[config.mk]
export PLATFORM = sky130hd
export DESIGN_NAME = trdb_queue
export DESIGN_NICKNAME = d
export VERILOG_FILES = /design/src/rtl/assert_macros.svh /design/src/rtl/trdb_pkg.sv /design/src/rtl/trdb_queue.sv
export SDC_FILE = /design/constraint.sdc
export NUM_CORES = 1
export LEC_CHECK = 0
export BUFFER_PORTS_ARGS = -buffer_cell sky130_fd_sc_hd__buf_2
export CORE_AREA = 2 2 310 312
export CTS_CLUSTER_DIAMETER = 120
export DETAILED_ROUTE_END_ITERATION = 16
export DIE_AREA = 0 0 312 314
export PLACE_DENSITY = 0.55
export RECOVER_POWER = 50
export SKIP_CTS_REPAIR_TIMING = 1
export SYNTH_ARGS = -nofsm -noshare
export SYNTH_HDL_FRONTEND = slang
export SYNTH_SLANG_ARGS = --single-unit
[constraint.sdc]
create_clock -name clk -period 21.5 [get_ports clk]
set_input_delay 4.3 -clock clk [delete_from_list [all_inputs] [get_ports clk]]
set_output_delay 4.3 -clock clk [all_outputs]
set_load 0.005 [all_outputs]
[src/rtl/assert_macros.svh]
// Assertion macros used by the rasterizer pixel engine.
`ifndef ASSERT_MACROS_SVH
`define ASSERT_MACROS_SVH

// Checks that a property holds at every clock edge outside reset.
`define ASSERT_CLK(lbl, prop, msg) \
    lbl: assert property (@(posedge clk) disable iff (!rst_n) (prop)) else $error(msg);

// Checks that a consequence holds in the cycle after its cause.
`define ASSERT_NEXT(lbl, cause, conseq, msg) \
    lbl: assert property (@(posedge clk) disable iff (!rst_n) (cause) |=> (conseq)) \
        else $error(msg);

`endif

[src/rtl/trdb_pkg.sv]
// Types, constants and helper functions of the triangle rasterizer.
`default_nettype none
package trdb_pkg;
    localparam int FRAME_WIDTH = 256;
    localparam int FRAME_HEIGHT = 256;
    localparam int SUBPIXEL_BITS = 4;
    localparam int PIXEL_COUNT = FRAME_WIDTH * FRAME_HEIGHT;
    localparam int ADDR_W = $clog2(PIXEL_COUNT);
    localparam int COL_W = $clog2(FRAME_WIDTH);
    localparam int ROW_W = $clog2(FRAME_HEIGHT);
    localparam int PCOORD_W = 17;
    localparam int DIFF_W = 18;
    localparam int PROD_W = 2 * DIFF_W;
    localparam int EDGE_W = 40;
    localparam int WGT_W = 36;
    localparam int Z_W = 16;
    localparam int NUM_W = Z_W + WGT_W + 2;
    localparam int COLOR_W = 24;
    localparam int ALPHA_W = 9;
    localparam int COUNT_W = 17;
    localparam int WORD_W = Z_W + COLOR_W;
    localparam int QUEUE_DEPTH = 2;
    localparam int CFG_IDX_W = 1;
    localparam int CFG_DATA_W = 24;

    localparam logic [1:0] OP_DRAW = 2'd0;
    localparam logic [1:0] OP_WRITE = 2'd1;
    localparam logic [1:0] OP_READ = 2'd2;

    localparam logic [CFG_IDX_W-1:0] REG_BLEND_COLOR = 1'b0;
    localparam logic [CFG_IDX_W-1:0] REG_BLEND_ALPHA = 1'b1;

    localparam logic [COUNT_W-1:0] COUNT_MAX = '1;
    localparam logic [Z_W-1:0] Z_FAR = '1;
    localparam logic [COLOR_W-1:0] COLOR_RESET = 24'd255;
    localparam logic [ALPHA_W-1:0] ALPHA_RESET = 9'd77;
    localparam logic [ALPHA_W-1:0] ALPHA_FULL = 9'd256;

    typedef struct packed {
        logic [1:0]         operation;
        logic signed [15:0] vertex0_x;
        logic signed [15:0] vertex0_y;
        logic [15:0]        vertex0_z;
        logic signed [15:0] vertex1_x;
        logic signed [15:0] vertex1_y;
        logic [15:0]        vertex1_z;
        logic signed [15:0] vertex2_x;
        logic signed [15:0] vertex2_y;
        logic [15:0]        vertex2_z;
        logic [23:0]        pixel_color;
    } in_item_t;

    typedef struct packed {
        logic [23:0] read_color;
        logic [15:0] read_depth;
        logic [16:0] pixels_written;
        logic        out_of_frame;
    } out_item_t;

    typedef struct packed {
        logic [COLOR_W-1:0] color;
        logic [ALPHA_W-1:0] alpha;
    } blend_cfg_t;

    typedef struct packed {
        logic [1:0]                operation;
        logic                      skip;
        logic                      out_of_frame;
        logic [COL_W-1:0]          lx;
        logic [COL_W-1:0]          hx;
        logic [ROW_W-1:0]          ly;
        logic [ROW_W-1:0]          hy;
        logic [WGT_W-1:0]          area;
        logic signed [EDGE_W-1:0]  ux;
        logic signed [EDGE_W-1:0]  uy;
        logic signed [EDGE_W-1:0]  ux_dx;
        logic signed [EDGE_W-1:0]  ux_dy;
        logic signed [EDGE_W-1:0]  uy_dx;
        logic signed [EDGE_W-1:0]  uy_dy;
        logic [Z_W-1:0]            z0;
        logic [Z_W-1:0]            z1;
        logic [Z_W-1:0]            z2;
        logic [ADDR_W-1:0]         addr;
        logic [COLOR_W-1:0]        color;
    } cmd_t;

    function automatic logic [ADDR_W-1:0] pix_addr(input logic [COL_W-1:0] col,
                                                   input logic [ROW_W-1:0] row);
        return ADDR_W'(col) + ADDR_W'(row) * ADDR_W'(FRAME_WIDTH);
    endfunction

    function automatic logic [COLOR_W-1:0] blend(input logic [COLOR_W-1:0] fresh,
                                                 input logic [COLOR_W-1:0] old,
                                                 input logic [ALPHA_W-1:0] a);
        logic [17:0] a18;
        logic [17:0] ia18;
        logic [17:0] acc;
        logic [COLOR_W-1:0] res;
        a18 = 18'(a);
        ia18 = 18'(ALPHA_FULL - a);
        res = '0;
        for (int ch = 0; ch < 3; ch++)
        begin
            acc = 18'(fresh[ch*8 +: 8]) * a18 + 18'(old[ch*8 +: 8]) * ia18;
            res[ch*8 +: 8] = acc[15:8];
        end
        return res;
    endfunction
endpackage
`default_nettype wire

[src/rtl/trdb_queue.sv]
// Short command queue between the front end and the pixel engine.
`default_nettype none
module trdb_queue (
    input  logic           clk,
    input  logic           rst_n,
    input  logic           push,
    input  trdb_pkg::cmd_t push_data,
    output logic           full,
    input  logic           pop,
    output logic           valid,
    output trdb_pkg::cmd_t pop_data
);
    import trdb_pkg::*;

    localparam int PTR_W = $clog2(QUEUE_DEPTH);

    cmd_t entry_reg [QUEUE_DEPTH];
    logic [PTR_W-1:0] wptr_reg, rptr_reg;
    logic [PTR_W:0] count_reg;

    always_ff @(posedge clk or negedge rst_n)
    begin
        if (!rst_n)
        begin
            wptr_reg <= '0;
            rptr_reg <= '0;
            count_reg <= '0;
        end
        else
        begin
            if (push)
            begin
                wptr_reg <= (wptr_reg == PTR_W'(QUEUE_DEPTH - 1)) ? '0 : wptr_reg + 1'b1;
            end
            if (pop)
            begin
                rptr_reg <= (rptr_reg == PTR_W'(QUEUE_DEPTH - 1)) ? '0 : rptr_reg + 1'b1;
            end
            if (push && !pop)
            begin
                count_reg <= count_reg + 1'b1;
            end
            else if (pop && !push)
            begin
                count_reg <= count_reg - 1'b1;
            end
        end
    end

    always_ff @(posedge clk)
    begin
        if (push)
        begin
            entry_reg[wptr_reg] <= push_data;
        end
    end

    assign full = (count_reg == (PTR_W + 1)'(QUEUE_DEPTH));
    assign valid = (count_reg != '0);
    assign pop_data = entry_reg[rptr_reg];
endmodule
`default_nettype wire

==> impl_metrics.ini <==
[finish]
area.sequential_sq_um = 24100
most-common-layout-cells = edfxtp_1, buf_2, mux2_4, clkbuf_1, clkbuf_16
fillCellCount = 8671
largest_register_ffs = 800
nets = 2529
syn2layout_area_growth_pct = 23.9
final_cells = 3473
multiInputGateArea_sq_um = 6050
final_common_cell = edfxtp_1
drive_above_1_share = 0.513

[power]
peakVddDrop_mv = 0.0972
p_per_area_nw_per_um2 = 134
p_leak_uw = 0.0148

[critical_path]
critPathMostFrequentCell = clkbuf_1
cp.arrival_ns = 12.96
max_stage_delay_ns = 6.45
reg2reg_slack_ns = 11.95
cp_slowest_cell = clkbuf_1
worstPathCellList = clkbuf_1 -> nor2b_1 -> clkbuf_1
r2r-start = wptr_reg$_DFFE_PN0P_
cp.buffers_inverters = 2
worstSetupPathType = input port to flip-flop
crit_fanout = 160
cp-end-kind = flip-flop
startpoint_type = input port
critPathRequiredTime_ns = 21.47
worstReg2RegEnd = entry_reg[0][106]$_DFFE_PP_
rr_worst_depth = 2
crit_family = buffers and inverters

[flow_run]
maxCapViolCount = 3

[global_route]
grt_overflow = 0
grt_max_degree = 161
grt_pass1_vias = 16100
grtUsageTotal = 0.145
grt_antenna_before_repair = 21
grt_pass1_wl_mm = 105

[routing]
firstDrtPassIters = 4
wl_per_cell_um = 21.4
drt_wl_total_mm = 74.3
routed_via_density = 4.35
drcViolationCount = 0
antenna_left = 0
initialDrtViolationCount = 862
vias = 15100

[place]
io_buffers = 805
place_congestion = 0.832
dp_cells = 3300
dp_hpwl_mm = 53.0

[timing]
drv_slew = 261
tns_ns = 0
worst_pin_slew_ns = 9.34
setup_violations = 0
fin_crit_sh = 0.604
rsz0062_at_grt = no
fmax_mhz = 77.0
worst_clock_skew_ns = 0.0106
relSlewSlack = -5.23
finalHoldViolations = 0
period_needed_ns = 12.99

[min_path]
hp-start = count_reg[1]$_DFFE_PN0P_
holdPathEnd = count_reg[1]$_DFFE_PN0P_
hold_class = flip-flop to flip-flop
holdPathStages = 1

[logic_synthesis]
syn-cell-area_sq_um = 31100
syn_inst = 1261
avgSynthCellArea_sq_um = 24.6
ys_seq_area_frac = 0.777
syn-num-nets = 1666
ys_seq_elements = 804
ys_warn_count = 0
synth_cell_types = 15

[clocking]
cts_root_buf = clkbuf_16
htreeDepth = 3
clkTransAtPathRegs_ns = 0.06
clk_path_buf_depth = 3
clkLatencyLatePin_ns = 0.66
cts_sinks = 804
cts_tree = built
cts_buffers = 87

[floorplanning]
initial_core_util = 0.329
die_w_um = 312
core-area_sq_um = 94400
io_pins = 806
chipHeight_um = 314
rows = 113
dieArea_sq_um = 98000

[outcome]
status = complete, but fails checks
violations = capacitance limit, slew limit
## worst max path at each step
stage	startpoint	end	slack, ns	depth (start not counted)
after detailed placement	rptr_reg$_DFFE_PN0P_	pop_data[323]	12.36	6
after global placement	rptr_reg$_DFFE_PN0P_	pop_data[323]	12.50	6
after floorplan	push	entry_reg[0][0]$_DFFE_PP_	6.35	1
after CTS	rptr_reg$_DFFE_PN0P_	pop_data[323]	11.62	6
final	push	entry_reg[0][106]$_DFFE_PP_	8.51	3
after global routing	push	entry_reg[0][108]$_DFFE_PP_	7.63	3
## metrics by stage
stage,hold WS (ns),cell area (sq um),setup slack [ns],power [uW],util
after global placement,0.476,35900,12.50,3740,0.381
after floorplan,0.447,31100,6.35,3410,-
after global routing,0.514,38500,7.63,5410,0.408
after CTS,0.499,38800,11.62,5240,0.410
after detailed placement,0.488,35900,12.36,3760,0.381
final,0.490,38500,8.51,5170,0.408
## metal layers
metal / vias to the layer above / GRT usage / wire length, um
met3: 141 / 0.0597 / 6580
met2: 585 / 0.265 / 39800
li1: 6810 / - / -
met1: 7556 / 0.144 / 25400
met5: - / 0 / 57
met4: 10 / 0.0609 / 2460
## worst reg2reg max path: cells and delay by family, from the launching register on
family                 cells  cell delay [ns]
buffers and inverters      1             6.47
and+or+nand+nor            1             1.65
DFF                        1             0.41
## report_power, final
| part | internal, uW | switching, uW | total [uW] | leakage [uW] |
|---|---|---|---|---|
| Clock | 859 | 600 | 1460 | 0.00137 |
| Sequential | 2110 | 88.8 | 2200 | 0.00755 |
| Combinational | 791 | 722 | 1510 | 0.00592 |
| Total | 3760 | 1410 | 5170 | 0.0148 |
## cell usage after synthesis
cell type | n | area [sq um]
xnor2_1 | 1 | 8.76
buf_2 | 1 | 5.00
ha_1 | 1 | 12.5
dfrtp_1 | 4 | 100
inv_1 | 1 | 3.75
mux2_4 | 390 | 5860
mux2_2 | 10 | 113
xor2_1 | 4 | 35.0
and2_1 | 1 | 6.26
buf_12 | 43 | 861
edfxtp_1 | 800 | 24000
or2_2 | 1 | 6.26
nor2b_1 | 2 | 12.5
nor2_1 | 1 | 3.75
buf_6 | 1 | 11.3
## layout make-up
cell class,instances,area share
sequential,804,0.627
multi-input combinational,411,0.157
timing repair buffer,819,0.101
clock buffer,108,0.0597
tap,1265,0.0411
clock inverter,52,0.0134
antenna,13,0.000845
inverter,1,0.0000975
## kinds of logic (layout without fill, tap and decap cells)
logic type	count (synthesis)	count (layout)	share of synthesized area
AND/OR/NAND/NOR	5	5	0.000927
XOR/XNOR	5	5	0.00141
multiplexers	400	400	0.192
buffers and inverters	46	980	0.0284
flip-flops	804	804	0.777
adder cells (fa/ha/maj)	1	1	0.000403
other	0	13	0
No activity file was read; power rests on OpenSTA's default activity.
