### src/rtl/assert_macros.svh
// Assertion macros used by the rasterizer pixel engine.
`ifndef ASSERT_MACROS_SVH
`define ASSERT_MACROS_SVH

// Checks that a property holds at every clock edge outside reset.
`define ASSERT_CLK(lbl, prop, msg) \
    lbl: assert property (@(posedge clk) disable iff (!rst_n) (prop)) else $error(msg);

// Checks that a consequence holds in the cycle after its cause.
`define ASSERT_NEXT(lbl, cause, conseq, msg) \
    lbl: assert property (@(posedge clk) disable iff (!rst_n) (cause) |=> (conseq)) \
        else $error(msg);

`endif

### src/rtl/trdb_pkg.sv
// Types, constants and helper functions of the triangle rasterizer.
`default_nettype none
package trdb_pkg;
    localparam int FRAME_WIDTH = 256;
    localparam int FRAME_HEIGHT = 256;
    localparam int SUBPIXEL_BITS = 4;
    localparam int PIXEL_COUNT = FRAME_WIDTH * FRAME_HEIGHT;
    localparam int ADDR_W = $clog2(PIXEL_COUNT);
    localparam int COL_W = $clog2(FRAME_WIDTH);
    localparam int ROW_W = $clog2(FRAME_HEIGHT);
    localparam int PCOORD_W = 17;
    localparam int DIFF_W = 18;
    localparam int PROD_W = 2 * DIFF_W;
    localparam int EDGE_W = 40;
    localparam int WGT_W = 36;
    localparam int Z_W = 16;
    localparam int NUM_W = Z_W + WGT_W + 2;
    localparam int COLOR_W = 24;
    localparam int ALPHA_W = 9;
    localparam int COUNT_W = 17;
    localparam int WORD_W = Z_W + COLOR_W;
    localparam int QUEUE_DEPTH = 2;
    localparam int CFG_IDX_W = 1;
    localparam int CFG_DATA_W = 24;

    localparam logic [1:0] OP_DRAW = 2'd0;
    localparam logic [1:0] OP_WRITE = 2'd1;
    localparam logic [1:0] OP_READ = 2'd2;

    localparam logic [CFG_IDX_W-1:0] REG_BLEND_COLOR = 1'b0;
    localparam logic [CFG_IDX_W-1:0] REG_BLEND_ALPHA = 1'b1;

    localparam logic [COUNT_W-1:0] COUNT_MAX = '1;
    localparam logic [Z_W-1:0] Z_FAR = '1;
    localparam logic [COLOR_W-1:0] COLOR_RESET = 24'd255;
    localparam logic [ALPHA_W-1:0] ALPHA_RESET = 9'd77;
    localparam logic [ALPHA_W-1:0] ALPHA_FULL = 9'd256;

    typedef struct packed {
        logic [1:0]         operation;
        logic signed [15:0] vertex0_x;
        logic signed [15:0] vertex0_y;
        logic [15:0]        vertex0_z;
        logic signed [15:0] vertex1_x;
        logic signed [15:0] vertex1_y;
        logic [15:0]        vertex1_z;
        logic signed [15:0] vertex2_x;
        logic signed [15:0] vertex2_y;
        logic [15:0]        vertex2_z;
        logic [23:0]        pixel_color;
    } in_item_t;

    typedef struct packed {
        logic [23:0] read_color;
        logic [15:0] read_depth;
        logic [16:0] pixels_written;
        logic        out_of_frame;
    } out_item_t;

    typedef struct packed {
        logic [COLOR_W-1:0] color;
        logic [ALPHA_W-1:0] alpha;
    } blend_cfg_t;

    typedef struct packed {
        logic [1:0]                operation;
        logic                      skip;
        logic                      out_of_frame;
        logic [COL_W-1:0]          lx;
        logic [COL_W-1:0]          hx;
        logic [ROW_W-1:0]          ly;
        logic [ROW_W-1:0]          hy;
        logic [WGT_W-1:0]          area;
        logic signed [EDGE_W-1:0]  ux;
        logic signed [EDGE_W-1:0]  uy;
        logic signed [EDGE_W-1:0]  ux_dx;
        logic signed [EDGE_W-1:0]  ux_dy;
        logic signed [EDGE_W-1:0]  uy_dx;
        logic signed [EDGE_W-1:0]  uy_dy;
        logic [Z_W-1:0]            z0;
        logic [Z_W-1:0]            z1;
        logic [Z_W-1:0]            z2;
        logic [ADDR_W-1:0]         addr;
        logic [COLOR_W-1:0]        color;
    } cmd_t;

    function automatic logic [ADDR_W-1:0] pix_addr(input logic [COL_W-1:0] col,
                                                   input logic [ROW_W-1:0] row);
        return ADDR_W'(col) + ADDR_W'(row) * ADDR_W'(FRAME_WIDTH);
    endfunction

    function automatic logic [COLOR_W-1:0] blend(input logic [COLOR_W-1:0] fresh,
                                                 input logic [COLOR_W-1:0] old,
                                                 input logic [ALPHA_W-1:0] a);
        logic [17:0] a18;
        logic [17:0] ia18;
        logic [17:0] acc;
        logic [COLOR_W-1:0] res;
        a18 = 18'(a);
        ia18 = 18'(ALPHA_FULL - a);
        res = '0;
        for (int ch = 0; ch < 3; ch++)
        begin
            acc = 18'(fresh[ch*8 +: 8]) * a18 + 18'(old[ch*8 +: 8]) * ia18;
            res[ch*8 +: 8] = acc[15:8];
        end
        return res;
    endfunction
endpackage
`default_nettype wire

### src/rtl/trdb_front.sv
// Front end: accepts items, computes triangle setup and pixel addresses.
`default_nettype none
module trdb_front (
    input  logic              clk,
    input  logic              rst_n,
    input  logic              in_valid,
    output logic              in_ready,
    input  trdb_pkg::in_item_t in_data,
    input  logic              clear_done,
    output logic              push,
    output trdb_pkg::cmd_t    push_data,
    input  logic              full
);
    import trdb_pkg::*;

    typedef enum logic [4:0] {
        F_IDLE  = 5'b00001,
        F_SETUP = 5'b00010,
        F_MUL   = 5'b00100,
        F_SIGN  = 5'b01000,
        F_PUSH  = 5'b10000
    } fstate_t;

    localparam logic signed [PCOORD_W-1:0] MAX_COL = PCOORD_W'(FRAME_WIDTH - 1);
    localparam logic signed [PCOORD_W-1:0] MAX_ROW = PCOORD_W'(FRAME_HEIGHT - 1);
    localparam int STEP_SH = SUBPIXEL_BITS + 1;

    fstate_t state_reg, state_next;
    in_item_t item_reg;
    cmd_t cmd_reg;
    logic signed [DIFF_W-1:0] ex1_reg, ey1_reg, ex2_reg, ey2_reg, dx0_reg, dy0_reg;
    logic empty_reg;
    logic [2:0] step_reg;
    logic signed [PROD_W-1:0] prod_reg;
    logic signed [EDGE_W-1:0] area_reg, ux_reg, uy_reg;

    function automatic logic signed [15:0] min3(input logic signed [15:0] a,
                                                input logic signed [15:0] b,
                                                input logic signed [15:0] c);
        logic signed [15:0] m;
        m = (a < b) ? a : b;
        return (m < c) ? m : c;
    endfunction

    function automatic logic signed [15:0] max3(input logic signed [15:0] a,
                                                input logic signed [15:0] b,
                                                input logic signed [15:0] c);
        logic signed [15:0] m;
        m = (a > b) ? a : b;
        return (m > c) ? m : c;
    endfunction

    logic signed [PCOORD_W-1:0] plx, phx, ply, phy, clx, chx, cly, chy, ppx, ppy;
    logic signed [DIFF_W-1:0] ax, ay, cenx, ceny;
    logic signed [DIFF_W-1:0] ma, mb;
    logic signed [EDGE_W-1:0] e_ux_dx, e_ux_dy, e_uy_dx, e_uy_dy;
    logic neg;

    always_comb
    begin
        plx = PCOORD_W'(min3(item_reg.vertex0_x, item_reg.vertex1_x, item_reg.vertex2_x)
                        >>> SUBPIXEL_BITS);
        phx = PCOORD_W'(max3(item_reg.vertex0_x, item_reg.vertex1_x, item_reg.vertex2_x)
                        >>> SUBPIXEL_BITS);
        ply = PCOORD_W'(min3(item_reg.vertex0_y, item_reg.vertex1_y, item_reg.vertex2_y)
                        >>> SUBPIXEL_BITS);
        phy = PCOORD_W'(max3(item_reg.vertex0_y, item_reg.vertex1_y, item_reg.vertex2_y)
                        >>> SUBPIXEL_BITS);
        clx = (plx < 0) ? '0 : plx;
        cly = (ply < 0) ? '0 : ply;
        chx = (phx > MAX_COL) ? MAX_COL : phx;
        chy = (phy > MAX_ROW) ? MAX_ROW : phy;
        ppx = PCOORD_W'(item_reg.vertex0_x >>> SUBPIXEL_BITS);
        ppy = PCOORD_W'(item_reg.vertex0_y >>> SUBPIXEL_BITS);
        ax = DIFF_W'(item_reg.vertex0_x) <<< 1;
        ay = DIFF_W'(item_reg.vertex0_y) <<< 1;
        cenx = $signed(DIFF_W'({clx[COL_W-1:0], 1'b1})) <<< SUBPIXEL_BITS;
        ceny = $signed(DIFF_W'({cly[ROW_W-1:0], 1'b1})) <<< SUBPIXEL_BITS;
    end

    always_comb
    begin
        case (step_reg)
            3'd0:    begin ma = ex2_reg; mb = ey1_reg; end
            3'd1:    begin ma = ex1_reg; mb = ey2_reg; end
            3'd2:    begin ma = ex1_reg; mb = dy0_reg; end
            3'd3:    begin ma = dx0_reg; mb = ey1_reg; end
            3'd4:    begin ma = dx0_reg; mb = ey2_reg; end
            default: begin ma = ex2_reg; mb = dy0_reg; end
        endcase
    end

    always_comb
    begin
        neg = area_reg < 0;
        e_ux_dx = EDGE_W'(ey1_reg) <<< STEP_SH;
        e_ux_dy = -(EDGE_W'(ex1_reg) <<< STEP_SH);
        e_uy_dx = -(EDGE_W'(ey2_reg) <<< STEP_SH);
        e_uy_dy = EDGE_W'(ex2_reg) <<< STEP_SH;
    end

    always_comb
    begin
        state_next = state_reg;
        unique case (state_reg)
            F_IDLE:  if (in_valid && in_ready) state_next = F_SETUP;
            F_SETUP: state_next = (item_reg.operation == OP_DRAW) ? F_MUL : F_PUSH;
            F_MUL:   if (step_reg == 3'd6) state_next = F_SIGN;
            F_SIGN:  state_next = F_PUSH;
            F_PUSH:  if (!full) state_next = F_IDLE;
            default: state_next = F_IDLE;
        endcase
    end

    always_ff @(posedge clk or negedge rst_n)
    begin
        if (!rst_n)
        begin
            state_reg <= F_IDLE;
        end
        else
        begin
            state_reg <= state_next;
        end
    end

    always_ff @(posedge clk)
    begin
        if (state_reg == F_IDLE && in_valid && in_ready)
        begin
            item_reg <= in_data;
        end
        if (state_reg == F_SETUP)
        begin
            ex1_reg <= (DIFF_W'(item_reg.vertex1_x) - DIFF_W'(item_reg.vertex0_x)) <<< 1;
            ey1_reg <= (DIFF_W'(item_reg.vertex1_y) - DIFF_W'(item_reg.vertex0_y)) <<< 1;
            ex2_reg <= (DIFF_W'(item_reg.vertex2_x) - DIFF_W'(item_reg.vertex0_x)) <<< 1;
            ey2_reg <= (DIFF_W'(item_reg.vertex2_y) - DIFF_W'(item_reg.vertex0_y)) <<< 1;
            dx0_reg <= ax - cenx;
            dy0_reg <= ay - ceny;
            empty_reg <= (clx > chx) || (cly > chy);
            step_reg <= '0;
            area_reg <= '0;
            ux_reg <= '0;
            uy_reg <= '0;
            cmd_reg.operation <= item_reg.operation;
            cmd_reg.lx <= clx[COL_W-1:0];
            cmd_reg.hx <= chx[COL_W-1:0];
            cmd_reg.ly <= cly[ROW_W-1:0];
            cmd_reg.hy <= chy[ROW_W-1:0];
            cmd_reg.z0 <= item_reg.vertex0_z;
            cmd_reg.z1 <= item_reg.vertex1_z;
            cmd_reg.z2 <= item_reg.vertex2_z;
            cmd_reg.color <= item_reg.pixel_color;
            cmd_reg.out_of_frame <= (ppx < 0) || (ppx > MAX_COL)
                                    || (ppy < 0) || (ppy > MAX_ROW);
            cmd_reg.addr <= pix_addr(ppx[COL_W-1:0], ppy[ROW_W-1:0]);
        end
        if (state_reg == F_MUL)
        begin
            prod_reg <= ma * mb;
            step_reg <= step_reg + 3'd1;
            case (step_reg)
                3'd1:    area_reg <= area_reg + EDGE_W'(prod_reg);
                3'd2:    area_reg <= area_reg - EDGE_W'(prod_reg);
                3'd3:    ux_reg <= ux_reg + EDGE_W'(prod_reg);
                3'd4:    ux_reg <= ux_reg - EDGE_W'(prod_reg);
                3'd5:    uy_reg <= uy_reg + EDGE_W'(prod_reg);
                3'd6:    uy_reg <= uy_reg - EDGE_W'(prod_reg);
                default: ;
            endcase
        end
        if (state_reg == F_SIGN)
        begin
            cmd_reg.skip <= empty_reg || (area_reg == '0);
            cmd_reg.area <= WGT_W'(neg ? -area_reg : area_reg);
            cmd_reg.ux <= neg ? -ux_reg : ux_reg;
            cmd_reg.uy <= neg ? -uy_reg : uy_reg;
            cmd_reg.ux_dx <= neg ? -e_ux_dx : e_ux_dx;
            cmd_reg.ux_dy <= neg ? -e_ux_dy : e_ux_dy;
            cmd_reg.uy_dx <= neg ? -e_uy_dx : e_uy_dx;
            cmd_reg.uy_dy <= neg ? -e_uy_dy : e_uy_dy;
        end
    end

    assign in_ready = (state_reg == F_IDLE) && clear_done;
    assign push = (state_reg == F_PUSH) && !full;
    assign push_data = cmd_reg;
endmodule
`default_nettype wire

### config.mk
export PLATFORM = sky130hd
export DESIGN_NAME = trdb_front
export DESIGN_NICKNAME = d
export VERILOG_FILES = /design/src/rtl/assert_macros.svh /design/src/rtl/trdb_pkg.sv /design/src/rtl/trdb_front.sv
export SDC_FILE = /design/constraint.sdc
export NUM_CORES = 2
export LEC_CHECK = 0
export BUFFER_PORTS_ARGS = -buffer_cell sky130_fd_sc_hd__buf_2
export CAP_MARGIN = 20
export CORE_MARGIN = 3
export CORE_UTILIZATION = 40
export CTS_CLUSTER_DIAMETER = 200
export CTS_CLUSTER_SIZE = 28
export DETAILED_ROUTE_END_ITERATION = 16
export GPL_ROUTABILITY_DRIVEN = 0
export SYNTH_ARGS = -nofsm -noshare
export SYNTH_HDL_FRONTEND = slang
export SYNTH_SLANG_ARGS = --single-unit
export TNS_END_PERCENT = 50
### constraint.sdc
create_clock -name clk -period 25.6 [get_ports clk]
set_clock_uncertainty 0.05 [all_clocks]
set_input_delay 5.12 -clock clk [delete_from_list [all_inputs] [get_ports clk]]
set_output_delay 5.12 -clock clk [all_outputs]
set_load 0.005 [all_outputs]
==> results.ini <==
[clock_tree]
cts_post_setup_buffers_inserted=0
cts_sinks=811
cts_made_buffers=35
cts_buffer_depth=3
cts_tree=built
clk_latency_ns=0.66
htreeDepth=2
cts-resized-gates=0
clock-root-buffer=clkbuf_16
cts.clk_slew.worst_paths_ns=0.08
hold_buffers=0

[floorplanning]
die_width_um=378
die_area_mm2=0.143
coreArea_mm2=0.136
row_count=135
initial_core_util=0.406
io_pins=577
fp.dieH_um=378

[final_layout]
drive_gt1_frac=0.132
fillers=12900
largest_reg_flops=376
multi_input_area_mm2=0.0296
seq_area_mm2=0.0232
syn_to_final_growth_pct=10.3
post-route-util=0.448
stdcell_count=7517
nets=6584

[setup_path]
crit_required_ns=20.43
path_class=input port to output pin
crit_path_max_fanout=2
endpoint_kind=output pin
reg2regPathDepth=26
worstPathArrival_ns=5.68
startpoint_type=input port

[sta]
min_period_ns=10.85
hold-worst-slack_ns=0.377
relSlewSlack=0.309
worstMarginPinSlew_ns=1.04
max_freq_mhz=92.2
slew_viol_final=0
setup_violations=0
tns_ns=0
hold_violations=0
rsz0062_at_grt=no
timing.final.crit_share=0.424

[place]
numPortBuffers=552
dp_cells=7450
post-dp-hpwl_um=128000

[logic_synthesis]
syn_avg_cell_area_um2=10.6
async_reset_ff_frac=0.00617
synthFlopType=edfxtp_1
synth_cell_types=88
ys_warn_count=0
ys_seq_elements=811
synth_edf_count=692
ys_seq_area_frac=0.418
netlist_instances=5250
syn-cell-area_mm2=0.0555

[global_route]
grt_first_pass_wirelength_um=239000
track_usage=0.218
grt_antenna_before_repair=22
gr-total-overflow=0
first_global_vias=39400
grt_max_degree=90

[route]
routedWlPerCell_um=21.1
vias=40100
post_drt_via_cell_ratio=5.34
ant_nets=0
dr.pass1.iters=5
drt_iter0_markers=3002
drc=0
finalWirelength_um=159000

[min_path]
holdCritPathClass=register to register
hold_depth=0

[run]
maxCapViolations=0

[outcome]
status=completed

-- synthesized netlist by cell type, drive strengths merged (30+ instances only) --
cell type | n | area [µm²]
edfxtp | 692 | 20800
inv | 509 | 1910
nand2 | 453 | 1700
ha | 396 | 4950
nor2 | 396 | 1490
xnor2 | 346 | 3030
o21ai | 320 | 1610
fa | 302 | 6050
a21oi | 199 | 996
nand3 | 165 | 826
clkbuf | 152 | 581
xor2 | 141 | 1230
a21o | 115 | 863
dfxtp | 114 | 2280
nor3 | 66 | 340
o31ai | 62 | 470
nor2b | 54 | 338
buf | 53 | 307
mux2i | 53 | 531
nand2b | 50 | 313
or3 | 45 | 297
mux2 | 43 | 484
a22oi | 38 | 285
o21a | 37 | 278
or4 | 37 | 292
and3 | 36 | 225
o211ai | 32 | 240
nand4 | 30 | 188
-- path summary, 6_finish.rpt --
kind / endpoint / slack [ns] / from
max: push / 14.75 / full
min: push_data[83]$_DFFE_PP_ / 0.38 / item_reg[131]$_DFFE_PP_
max reg2reg: prod_reg[35]$_DFFE_PN_ / 16.07 / step_reg[0]$_SDFFCE_PP0P_
min reg2reg: push_data[83]$_DFFE_PP_ / 0.38 / item_reg[131]$_DFFE_PP_
max in group asynchronous: state_reg[0]$_DFFE_PN1P_ / 21.06 / rst_n
min in group asynchronous: state_reg[1]$_DFFE_PN0P_ / 4.23 / rst_n
-- cell families after synthesis --
family / synth area share
AO/OA/AOI/OAI: 0.116
XOR/XNOR: 0.0769
adder cells (fa/ha/maj): 0.198
buffers and inverters: 0.0506
flip-flops: 0.418
multiplexers: 0.0183
other: 0.0000676
AND/OR/NAND/NOR: 0.122
-- layout make-up --
cell class | instances | area share
Antenna cell | 4 | 0.000164
Clock buffer | 53 | 0.0154
Clock inverter | 5 | 0.00131
Inverter | 511 | 0.0315
Multi-Input combinational cell | 3746 | 0.484
Sequential cell | 811 | 0.379
Tap cell | 1781 | 0.0364
Timing Repair Buffer | 606 | 0.0517
-- metrics by stage --
step | instance area (µm²) | setup slack [ns]
5_1_grt | 61200 | 14.72
6_report | 61200 | 14.75
3_5_place_dp | 60100 | 14.75
4_1_cts | 61100 | 14.75
3_3_place_gp | 60100 | 14.73
2_1_floorplan | 55500 | 6.79
-- critical path, cell delays in order --
cell and delay, ns:
buf_2 0.10, nand3b_1 0.14, nor3_1 0.16, buf_2 0.15
-- placed cells by master, fill, tap and decap left out, types with 165 or more instances in the layout --
cell type / synthesis / final
edfxtp_1: 692 / 692
buf_2: 5 / 552
inv_1: 509 / 508
nand2_1: 453 / 452
ha_1: 396 / 396
nor2_1: 395 / 395
xnor2_1: 346 / 346
o21ai_0: 311 / 310
fa_1: 302 / 302
a21oi_1: 199 / 199
nand3_1: 165 / 165
-- per-layer routing --
| layer | global-route usage | up-vias | routed length [µm] |
|---|---|---|---|
| met2 | 0.363 | 1296 | 73600 |
| met4 | 0.0720 | 16 | 5770 |
| met3 | 0.0387 | 226 | 10900 |
| met1 | 0.288 | 19400 | 68200 |
| met5 | 0 | - | 91 |
| li1 | - | 19200 | - |
Power is left out: the tool's default activity adds up to more than one toggle a clock period on the data nets, which glitch-free logic cannot reach.
